$ cat src/sv/u2h_pkg.sv
// shared types, character constants and hex helper for the utf-8 to html entity converter
package u2h_pkg;

    // what one decoded input byte asks the emitter to send
    typedef enum logic [1:0]
    {
        JOB_ASCII,
        JOB_BAD,
        JOB_REF
    } job_kind_t;

    // one pending output run; code holds the ascii byte for JOB_ASCII
    typedef struct packed
    {
        job_kind_t   kind;
        logic [20:0] code;
        logic [2:0]  ndig;
    } job_t;

    localparam logic [7:0] CHAR_AMP  = 8'h26;
    localparam logic [7:0] CHAR_HASH = 8'h23;
    localparam logic [7:0] CHAR_SEMI = 8'h3B;

    localparam logic [2:0] NDIG_MIN = 3'd4;
    localparam logic [2:0] NDIG_MID = 3'd5;
    localparam logic [2:0] NDIG_MAX = 3'd6;

    // uppercase hex digit for one nibble
    function automatic logic [7:0] hex_char(input logic [3:0] nib);
        logic [7:0] wide;
        wide = {4'b0000, nib};
        if (nib < 4'd10)
        begin
            hex_char = wide + 8'h30;
        end
        else
        begin
            hex_char = wide + 8'h37;
        end
    endfunction

endpackage

$ cat src/sv/u2h_decode.sv
// utf-8 sequence decoder: holds the open sequence state and turns each byte into a job
module u2h_decode
    import u2h_pkg::*;
(
    input  logic       clk,
    input  logic       rst_n,
    input  logic       accept,
    input  logic [7:0] byte_in,
    output job_t       job,
    output logic       job_hit
);

    logic [1:0]  bytes_left_reg;
    logic [1:0]  bytes_left_next;
    logic [20:0] code_accum_reg;
    logic [20:0] code_accum_next;
    logic [20:0] cont_code;

    assign cont_code = {code_accum_reg[14:0], byte_in[5:0]};

    // sort the byte against the open sequence
    always_comb
    begin
        bytes_left_next = bytes_left_reg;
        code_accum_next = code_accum_reg;
        job_hit         = 1'b0;
        job.kind        = JOB_ASCII;
        job.code        = {13'b0, byte_in};
        job.ndig        = NDIG_MIN;
        if (bytes_left_reg != 2'd0)
        begin
            code_accum_next = cont_code;
            bytes_left_next = bytes_left_reg - 2'd1;
            if (bytes_left_reg == 2'd1)
            begin
                job_hit   = 1'b1;
                job.kind  = JOB_REF;
                job.code  = cont_code;
                if (cont_code[20])
                begin
                    job.ndig = NDIG_MAX;
                end
                else if (cont_code[19:16] != 4'd0)
                begin
                    job.ndig = NDIG_MID;
                end
            end
        end
        else if (!byte_in[7])
        begin
            job_hit = 1'b1;
        end
        else if (byte_in[7:4] == 4'hF)
        begin
            code_accum_next = {18'b0, byte_in[2:0]};
            bytes_left_next = 2'd3;
        end
        else if (byte_in[7:5] == 3'b111)
        begin
            code_accum_next = {17'b0, byte_in[3:0]};
            bytes_left_next = 2'd2;
        end
        else if (byte_in[7:6] == 2'b11)
        begin
            code_accum_next = {16'b0, byte_in[4:0]};
            bytes_left_next = 2'd1;
        end
        else
        begin
            job_hit  = 1'b1;
            job.kind = JOB_BAD;
            job.code = 21'd0;
        end
    end

    // sequence state
    always_ff @(posedge clk or negedge rst_n)
    begin
        if (!rst_n)
        begin
            bytes_left_reg <= 2'd0;
            code_accum_reg <= 21'd0;
        end
        else if (accept)
        begin
            bytes_left_reg <= bytes_left_next;
            code_accum_reg <= code_accum_next;
        end
    end

endmodule

$ cat src/sv/u2h_emit.sv
// character serializer: walks one job and drives the output register
module u2h_emit
    import u2h_pkg::*;
(
    input  logic       clk,
    input  logic       rst_n,
    input  logic       job_valid,
    input  job_t       job,
    output logic       job_take,
    output logic       m_tvalid,
    input  logic       m_tready,
    output logic [7:0] m_tdata,   // char_out[7:0]
    output logic       m_tuser,   // bad_lead
    output logic       m_tlast
);

    logic       cur_valid_reg;
    logic       cur_valid_next;
    job_t       cur_reg;
    job_t       cur_next;
    logic [3:0] idx_reg;
    logic [3:0] idx_next;

    logic       m_tvalid_reg;
    logic       m_tvalid_next;
    logic [7:0] m_tdata_reg;
    logic       m_tuser_reg;
    logic       m_tlast_reg;

    logic       out_free;
    logic       cur_fire;
    logic       cur_last;
    logic       cur_bad;
    logic [7:0] cur_char;
    logic [3:0] last_idx;
    logic [3:0] pos_wide;
    logic [3:0] nib;

    assign out_free = !m_tvalid_reg || m_tready;
    assign cur_fire = cur_valid_reg && out_free;
    assign last_idx = {1'b0, cur_reg.ndig} + 4'd2;
    assign pos_wide = {1'b0, cur_reg.ndig} + 4'd1 - idx_reg;

    // nibble of the code point for the current digit, most significant first
    always_comb
    begin
        case (pos_wide)
            4'd0:    nib = cur_reg.code[3:0];
            4'd1:    nib = cur_reg.code[7:4];
            4'd2:    nib = cur_reg.code[11:8];
            4'd3:    nib = cur_reg.code[15:12];
            4'd4:    nib = cur_reg.code[19:16];
            4'd5:    nib = {3'b000, cur_reg.code[20]};
            default: nib = 4'd0;
        endcase
    end

    // character for the current position of the job
    always_comb
    begin
        cur_bad  = 1'b0;
        cur_last = 1'b1;
        cur_char = 8'h00;
        case (cur_reg.kind)
            JOB_ASCII:
            begin
                cur_char = cur_reg.code[7:0];
            end
            JOB_BAD:
            begin
                cur_bad = 1'b1;
            end
            JOB_REF:
            begin
                cur_last = (idx_reg == last_idx);
                if (idx_reg == 4'd0)
                begin
                    cur_char = CHAR_AMP;
                end
                else if (idx_reg == 4'd1)
                begin
                    cur_char = CHAR_HASH;
                end
                else if (cur_last)
                begin
                    cur_char = CHAR_SEMI;
                end
                else
                begin
                    cur_char = hex_char(nib);
                end
            end
            default:
            begin
                cur_char = 8'h00;
            end
        endcase
    end

    assign job_take = job_valid && (!cur_valid_reg || (cur_fire && cur_last));

    // job and position bookkeeping
    always_comb
    begin
        cur_valid_next = cur_valid_reg;
        cur_next       = cur_reg;
        idx_next       = idx_reg;
        if (job_take)
        begin
            cur_valid_next = 1'b1;
            cur_next       = job;
            idx_next       = 4'd0;
        end
        else if (cur_fire && cur_last)
        begin
            cur_valid_next = 1'b0;
        end
        else if (cur_fire)
        begin
            idx_next = idx_reg + 4'd1;
        end
    end

    // output beat valid
    always_comb
    begin
        m_tvalid_next = m_tvalid_reg;
        if (cur_fire)
        begin
            m_tvalid_next = 1'b1;
        end
        else if (m_tready)
        begin
            m_tvalid_next = 1'b0;
        end
    end

    // control registers
    always_ff @(posedge clk or negedge rst_n)
    begin
        if (!rst_n)
        begin
            cur_valid_reg <= 1'b0;
            idx_reg       <= 4'd0;
            m_tvalid_reg  <= 1'b0;
        end
        else
        begin
            cur_valid_reg <= cur_valid_next;
            idx_reg       <= idx_next;
            m_tvalid_reg  <= m_tvalid_next;
        end
    end

    // payload registers
    always_ff @(posedge clk)
    begin
        cur_reg <= cur_next;
        if (cur_fire)
        begin
            m_tdata_reg <= cur_char;
            m_tuser_reg <= cur_bad;
            m_tlast_reg <= cur_last;
        end
    end

    assign m_tvalid = m_tvalid_reg;
    assign m_tdata  = m_tdata_reg;
    assign m_tuser  = m_tuser_reg;
    assign m_tlast  = m_tlast_reg;

    // single-beat jobs never move past the first position
    a_single_idx: assert property (@(posedge clk) disable iff (!rst_n)
        cur_valid_reg && cur_reg.kind != JOB_REF |-> idx_reg == 4'd0)
        else $error("single-beat job has nonzero position");

    // a reference never runs past its closing semicolon
    a_ref_bound: assert property (@(posedge clk) disable iff (!rst_n)
        cur_valid_reg && cur_reg.kind == JOB_REF |-> idx_reg <= last_idx)
        else $error("reference position beyond last character");

    // an error beat is a lone zero beat
    a_bad_beat: assert property (@(posedge clk) disable iff (!rst_n)
        m_tvalid_reg && m_tuser_reg |-> m_tlast_reg && m_tdata_reg == 8'h00)
        else $error("error beat is not a lone zero beat");

    // a taken job starts at its first character
    a_take_start: assert property (@(posedge clk) disable iff (!rst_n)
        job_take |=> cur_valid_reg && idx_reg == 4'd0)
        else $error("taken job did not start at position zero");

endmodule

$ cat src/sv/utf8_to_html_entity.sv
// utf-8 to html numeric character reference converter, top level
// first beat path: job slot, then serializer job register, then output register
// throughput: one result beat per cycle while m_tready is high; a byte produces as many beats
//   as its job needs (1 for ascii or a stray continuation, 7 to 9 for a completed sequence)
// lead and middle bytes produce no beat and are taken one per cycle while the job slot is free
// reset: asynchronous active low; clears the open sequence, the job slot and the output beat
module utf8_to_html_entity
    import u2h_pkg::*;
(
    input  logic       clk,
    input  logic       rst_n,
    input  logic       s_tvalid,
    output logic       s_tready,
    input  logic [7:0] s_tdata,   // byte_in[7:0]
    output logic       m_tvalid,
    input  logic       m_tready,
    output logic [7:0] m_tdata,   // char_out[7:0]
    output logic       m_tuser,   // bad_lead
    output logic       m_tlast
);

    logic accept;
    logic job_hit;
    logic job_take;
    job_t dec_job;
    logic job_valid_reg;
    logic job_valid_next;
    job_t job_reg;

    assign s_tready = !job_valid_reg || job_take;
    assign accept   = s_tvalid && s_tready;

    u2h_decode u_decode
    (
        .clk     (clk),
        .rst_n   (rst_n),
        .accept  (accept),
        .byte_in (s_tdata),
        .job     (dec_job),
        .job_hit (job_hit)
    );

    // job slot between decoder and serializer
    always_comb
    begin
        job_valid_next = job_valid_reg;
        if (accept && job_hit)
        begin
            job_valid_next = 1'b1;
        end
        else if (job_take)
        begin
            job_valid_next = 1'b0;
        end
    end

    always_ff @(posedge clk or negedge rst_n)
    begin
        if (!rst_n)
        begin
            job_valid_reg <= 1'b0;
        end
        else
        begin
            job_valid_reg <= job_valid_next;
        end
    end

    always_ff @(posedge clk)
    begin
        if (accept && job_hit)
        begin
            job_reg <= dec_job;
        end
    end

    u2h_emit u_emit
    (
        .clk       (clk),
        .rst_n     (rst_n),
        .job_valid (job_valid_reg),
        .job       (job_reg),
        .job_take  (job_take),
        .m_tvalid  (m_tvalid),
        .m_tready  (m_tready),
        .m_tdata   (m_tdata),
        .m_tuser   (m_tuser),
        .m_tlast   (m_tlast)
    );

endmodule
$ cat config.mk
export PLATFORM = sky130hd
export DESIGN_NAME = utf8_to_html_entity
export DESIGN_NICKNAME = d
export VERILOG_FILES = /design/src/sv/u2h_pkg.sv /design/src/sv/u2h_decode.sv /design/src/sv/u2h_emit.sv /design/src/sv/utf8_to_html_entity.sv
export SDC_FILE = /design/constraint.sdc
export NUM_CORES = 1
export LEC_CHECK = 0
export BUFFER_PORTS_ARGS = -buffer_cell sky130_fd_sc_hd__buf_4
export CAP_MARGIN = 5
export CORE_MARGIN = 5
export CORE_UTILIZATION = 25
export CTS_CLUSTER_SIZE = 14
export DETAILED_ROUTE_END_ITERATION = 8
export PLACE_DENSITY_LB_ADDON = 0.3
export SETUP_SLACK_MARGIN = 0.3
export SLEW_MARGIN = 0
export SYNTH_ARGS = -nofsm -noshare
export SYNTH_HDL_FRONTEND = slang
export SYNTH_SLANG_ARGS = --single-unit
$ cat constraint.sdc
create_clock -name clk -period 4.5 [get_ports clk]
set_input_delay 0.9 -clock clk [delete_from_list [all_inputs] [get_ports clk]]
set_output_delay 0.9 -clock clk [all_outputs]
set_load 0.02 [all_outputs]
==> results of run 1 <==
[logic make-up after synthesis]
family | after synthesis | synth area share, %
buffers and inverters | 18 | 2.56
adders and majority gates | 9 | 3.37
AOI/OAI and AO/OA | 43 | 9.71
xor gates and xnor gates | 5 | 1.44
muxes | 13 | 4.24
DFF | 82 | 65.6
and+or+nand+nor | 85 | 13.1
[final timing paths]
kind	slack, ns	to
worst max register to register	0.95	u_emit.m_tdata[6]
worst min-delay path	0.42	u_emit.cur_reg[15]
worst min register to register	0.42	u_emit.cur_reg[15]
max in group asynchronous	3.78	u_decode.code_accum_reg[1]
min in group asynchronous	0.46	u_emit.idx_reg[0]
worst max-delay path	0.95	u_emit.m_tdata[6]
[cell usage in the layout, fill, tap and decap left out, drive strengths merged, types with 4 or more instances in the layout]
master and n:
and2 16, nand2 17, nor4 4, clkbuf 9, nor3 4, buf 26
inv 11, a211oi 4, mux2 4, ha 8, a21boi 4, nor2 12
nor2b 10, clkinv 4, xnor2 5, a22o 12, nand2b 7, nand3 4
o21ai 12, mux2i 8, edfxtp 58, dfrtp 24
[synthesized netlist by cell type, drive strengths merged, types with 2 or more instances]
| master | count |
|---|---|
| edfxtp | 58 |
| dfrtp | 24 |
| nand2 | 17 |
| and2 | 16 |
| a22o | 12 |
| nor2 | 12 |
| o21ai | 12 |
| nor2b | 10 |
| inv | 9 |
| ha | 8 |
| mux2i | 8 |
| nand2b | 7 |
| clkbuf | 5 |
| xnor2 | 5 |
| a211oi | 4 |
| a21boi | 4 |
| buf | 4 |
| mux2 | 4 |
| nand3 | 4 |
| nor3 | 4 |
| nor4 | 4 |
| a21oi | 2 |
| and3 | 2 |
| nand4 | 2 |
| nor3b | 2 |
[per-layer routing]
layer	part of all wire [%]	wire (um)	vias up
li1	-	-	999
met1	49	3250	948
met2	44	2910	52
met3	5.0	328	8
met4	1.9	124	0
met5	0	0	-
[worst max-delay path, cell delays in order (launching register included)]
cell	delay, ns
dfrtp_1	0.42
ha_1	0.30
inv_1	0.09
ha_1	0.16
inv_1	0.05
fa_1	0.67
mux4_1	0.59
inv_1	0.06
o22ai_1	0.06
or2b_2	0.20
ha_1	0.16
o21ai_1	0.07
and3_1	0.20
a32o_1	0.26
[power groups by stage]
stage	registers (mW)	logic, mW	clock network (mW)
6_report	1.33	1.00	0.679
5_1_grt	1.37	1.12	0.730
4_1_cts	1.34	1.02	0.699
3_5_place_dp	1.35	1.01	0
3_3_place_gp	1.35	1.00	0
2_1_floorplan	1.34	0.750	0
[final cells by class]
cell class / count / area [um^2]
well taps: 180 / 225
clock inverters: 7 / 53.8
inverters: 9 / 33.8
multi-input cells: 155 / 1140
flip-flops and latches: 82 / 2340
repair buffers: 26 / 195
clock buffers: 9 / 225
fillers: 1411 / 9720
[through the flow]
step	util, %	instances	total power, mW	setup WS (ns)	hold WS [ns]
detailed placement	28.2	452	2.37	0.988	0.405
floorplan	-	255	2.09	1.25	0.400
CTS	30.2	468	3.05	0.961	0.419
global placement	28.2	452	2.35	1.05	0.406
global route	30.2	468	3.22	0.757	0.426
finish	30.2	468	3.01	0.951	0.418
==> run metrics, run 1 <==
antenna diode count=0; vias per inst=4.29; Post-CTS Resized=0; status=finished clean; WHS Path Cells=0; Slew Limit Fails=0; setup total negative slack=0 ns; Pleak=1.62 nW; cell taking the most area after synthesis=edfxtp_1; met1 Track Usage GR=11.5%; layout cells sized above 1=20.1%; # IOs=24; number of max-cap violations=0; Hold Path Origin=job_reg[15]; CTS Root Buffer Type=clkbuf_16; gr ovfl total=0; Worst Path Class, Setup=flop to flop; Crit. Startpoint=u_emit.idx_reg[1]; core area=0.0139 mm^2; Internal=1.98 mW; post-route cell area=0.00421 mm^2; peak fanout along the critical path=8; FF-to-FF Start=u_emit.idx_reg[1]; number of global-route vias before repair=2034; GRT Max-Usage Layer=met2; Final Setup Violations=0; pwr/cell area=715 mW/mm^2; slew margin rel.=45.1%; syn nets=276; Mean Syn Cell Area=14.0 um^2; Num Clock Sinks=82; fin crit share=78.9%; drt pass-1 iters=4; routed len/inst=14.1 um; Antenna Nets Post-Route=0; R2R depth=13; sequential share of the synthesized area=65.6%; height of the die=129 um; RSZ-0062 raised after global routing=no; clk buf depth=2; RD Place Congestion=0.759; final hold violation count=0; total track usage=8.59%; asr flop ratio synth=29.3%; Mapped Cells=255; final net count=304; Die X=129 um; Crit. End Element=flop; min Tclk post-route=3.55 ns; Die Area=0.0168 mm^2; Post-synth EDFFs=58; initial antenna violation count=0; Placement Cell Area=0.00394 mm^2; CTS tree=built; Clk pwr share=22.5%; synth unique cells=50; DRT Wirelength=6610 um; Synth Register Bits=82; DRC Markers=0; synth warn=0; CP Data Required Time=4.59 ns; CP arrival=3.63 ns; Reg power frac=44.2%; share of the synthesized area in the top cell type=48.8%; Logic pwr share=33.2%; initial DRC count=96; vias=2007; synthesized cell area=0.00357 mm^2; M2 GR Usage=12.7%; Setup crit start kind=flop; Worst-Margin Slew=0.824 ns; Area Overhead vs Synth=18.1%; worst hold path class=flop to flop; Most used DFF post-synth=edfxtp_1; worst vdd ir=230 uV; clk_lat worst skew=0.34 ns; Psw=1.03 mW; Port Buf Inserts=23; switching share of power=34.2%; row count=43; largest net degree at the start of global routing=29; f_max=0.282 GHz; HPWL Detailed=4700 um; Post-CTS Setup Repair Bufs=0; top post-synthesis cells by area=edfxtp_1, dfrtp_1, and2_1, ha_1, a22o_1; met3 Usage GRT=2.80%; clock skew=0.00812 ns; hold buffers post-CTS=0; H-Tree Depth=3; Starting Density=25.6%; first-pass GRT wire length=11000 um; Clock Pin Slew Worst Setup and Hold Paths=0.06 ns; TritonCTS Buffers=9
(Power assumes the default switching activity.)
==> run 2, diff against run 1 <==
--- a/config.mk
+++ b/config.mk
@@ -5,6 +5,7 @@
 export SDC_FILE = /design/constraint.sdc
 export NUM_CORES = 1
 export LEC_CHECK = 0
+export ABC_AREA = 1
 export BUFFER_PORTS_ARGS = -buffer_cell sky130_fd_sc_hd__buf_4
 export CAP_MARGIN = 5
 export CORE_MARGIN = 5
==> constraint.sdc (replaced) <==
create_clock -name clk -period 3.5 [get_ports clk]
set_input_delay 0.7 -clock clk [delete_from_list [all_inputs] [get_ports clk]]
set_output_delay 0.7 -clock clk [all_outputs]
set_load 0.02 [all_outputs]
==> run 2 against run 1 <==
Compared with the run above:
- flip-flop and latch count is the same
- largest cell class unchanged
- critical endpoint is now u_emit.m_tdata[1]
- die area grew 1.2%
- critical path depth grew 4
- critical path type unchanged
- sequential share of layout area shrank 1.9 points
- largest power group unchanged
==> run metrics, run 2 <==
HPWL Detailed=5150 um (+9.4%); Num Clock Sinks=82 (unchanged); Placement Cell Area=0.00401 mm^2 (+1.9%); final net count=393 (+29%); clk buf depth=2 (unchanged); RD Place Congestion=0.829 (+9.3%); fin util=30.4% (+0.12 points); number of global-route vias before repair=2417 (+19%); most common cell after layout, fill and taps aside=edfxtp_1; min Tclk post-route=2.95 ns (-0.597 ns); final hold violation count=0 (unchanged); gr ovfl total=0 (unchanged); Layout Cells excl Fill=561 (+20%); CP arrival=3.04 ns (-0.59 ns); clock skew=0.00685 ns (-0.00127 ns); Port Buf Inserts=23 (unchanged); share of the synthesized area in the top cell type=48.2% (-0.62 points); Starting Density=25.2% (-0.45 points); TritonCTS Buffers=9 (unchanged); height of the die=130 um (+0.59%); total track usage=9.10% (+0.51 points); Slew Limit Fails=0 (unchanged); Crit. End Element=flop; Die Area=0.0170 mm^2 (+1.2%); Mean Syn Cell Area=10.8 um^2 (-23%); CTS tree=built; vias per inst=4.25 (-0.99%); f_max=0.339 GHz (+20%); core area=0.0144 mm^2 (+3.1%); Die X=130 um (+0.59%); slew margin rel.=42.9% (-2.1 points); H-Tree Depth=3 (unchanged); DRT Wirelength=7090 um (+7.2%); Post-Place Cells=539 (+19%); cell with the most instances after synthesis=edfxtp_1; drt pass-1 iters=4 (unchanged); FILL cells=1466 (+3.9%); row count=44 (+2.3%); Setup crit start kind=flop; antenna diode count=0 (unchanged); fin crit share=84.4% (+5.5 points); setup total negative slack=0 ns (unchanged); status=finished clean; asr flop ratio synth=29.3% (unchanged); most frequent cells in the layout=edfxtp_1, inv_1, nand2_1; Mapped Cells=334 (+31%); largest net degree at the start of global routing=26 (-10%); synth unique cells=35 (-30%); initial antenna violation count=0 (unchanged); routed len/inst=12.6 um (-11%); Worst-Margin Slew=0.849 ns (+0.0252 ns); Final Setup Violations=0 (unchanged); top post-synthesis cells by area=edfxtp_1, dfrtp_1, inv_1, nand2_1, nor2_1; Synth Register Bits=82 (unchanged); fin worst setup slack=0.548 ns (-0.403 ns); number of max-cap violations=0 (unchanged); synth warn=0 (unchanged); RSZ-0062 raised after global routing=yes; cell taking the most area after synthesis=edfxtp_1; Worst Hold Slack=0.269 ns (-0.150 ns); first-pass GRT wire length=12000 um (+9.6%); vias=2382 (+19%); layout cells sized above 1=18.3% (-1.8 points); Post-synth top cells=edfxtp_1, inv_1, nand2_1; CTS Root Buffer Type=clkbuf_16; pwr/cell area=962 mW/mm^2 (+34%); Worst Path Class, Setup=flop to flop; Post-synth EDFFs=58 (unchanged); syn nets=355 (+29%); peak fanout along the critical path=7 (-1); clk_lat worst skew=0.34 ns (about the same); # IOs=24 (unchanged); worst vdd ir=337 uV (+46%); initial DRC count=209 (+120%); CP Data Required Time=3.58 ns (-1.01 ns); total chip power=4.20 mW (+39%); Place WS=0.464 ns (-0.524 ns); post-route cell area=0.00436 mm^2 (+3.5%); footprint of the multi-input gates=0.00104 mm^2 (-8.8%); DRC Markers=0 (unchanged); Area Overhead vs Synth=20.7%; Clock Pin Slew Worst Setup and Hold Paths=0.06 ns (about the same); Most used DFF post-synth=edfxtp_1; sequential share of the synthesized area=64.8% (-0.84 points); worst hold path class=input port to asynchronous set/reset pin; synthesized cell area=0.00362 mm^2 (+1.3%); Pleak=1.86 nW (+15%); Antenna Nets Post-Route=0 (unchanged); Reg area=0.00234 mm^2 (unchanged)
[run 2: power breakdown]
group | internal, mW | total, mW | switching [mW]
Clock | 0.553 | 0.919 | 0.366
Combinational | 0.529 | 1.60 | 1.07
Sequential | 1.52 | 1.68 | 0.153
Total | 2.60 | 4.20 | 1.59
[run 2: layout make-up]
| cell class | count | share of cell area, % |
|---|---|---|
| Timing Repair Buffer | 31 | 5.33 |
| Inverter | 60 | 5.16 |
| Clock inverter | 6 | 1.49 |
| Clock buffer | 10 | 5.25 |
| Multi-Input combinational cell | 188 | 23.8 |
| Tap cell | 184 | 5.28 |
| Sequential cell | 82 | 53.7 |
[run 2: layer usage]
| metal | wire (um) | vias up | share of wire, % | GRT usage [%] |
|---|---|---|---|---|
| li1 | - | 1203 | - | - |
| met1 | 3300 | 1118 | 46 | 11.7 |
| met2 | 3290 | 50 | 46 | 14.4 |
| met3 | 410 | 11 | 5.8 | 3.11 |
| met4 | 98 | 0 | 1.4 | 2.93 |
| met5 | 0 | - | 0 | 0 |
[run 2: repair_timing]
action	CTS	global route
resized for setup	0	6
buffers inserted	0	5
hold buffers	0	0
setup endpoints to repair	0	5
[run 2: worst paths after layout]
kind	start	endpoint	slack, ns	depth (start not counted)
worst max-delay path	u_emit.cur_reg[23]	u_emit.m_tdata[1]	0.55	17
worst min-delay path	rst_n	u_emit.idx_reg[2]	0.27	1
worst max register to register	u_emit.cur_reg[23]	u_emit.m_tdata[1]	0.55	17
worst min register to register	job_reg[13]	u_emit.cur_reg[13]	0.41	0
max in group asynchronous	rst_n	u_decode.code_accum_reg[0]	2.96	1
min in group clk	job_reg[13]	u_emit.cur_reg[13]	0.41	0
[run 2: cell families (layout without fill, tap and decap cells)]
| kind of cell | after synthesis | after routing | synth area share, % |
|---|---|---|---|
| buf+inv | 65 | 107 | 7.27 |
| xor+xnor | 1 | 1 | 0.242 |
| compound gates | 41 | 41 | 6.85 |
| flops | 82 | 82 | 64.8 |
| fa+ha+maj | 9 | 9 | 3.32 |
| simple gates | 136 | 137 | 17.5 |
[run 2: worst max-delay path: stages, from the launching register on]
cell      delay, ns
edfxtp_1       0.41
inv_1          0.10
ha_1           0.23
inv_1          0.09
ha_1           0.15
inv_1          0.04
fa_1           0.40
nand2_2        0.15
nand2_2        0.14
buf_4          0.17
nand4_1        0.07
nand2_1        0.08
nor2_2         0.17
nand2_1        0.09
nand2_1        0.11
o21ai_0        0.10
o21ai_0        0.17
nand2_1        0.06
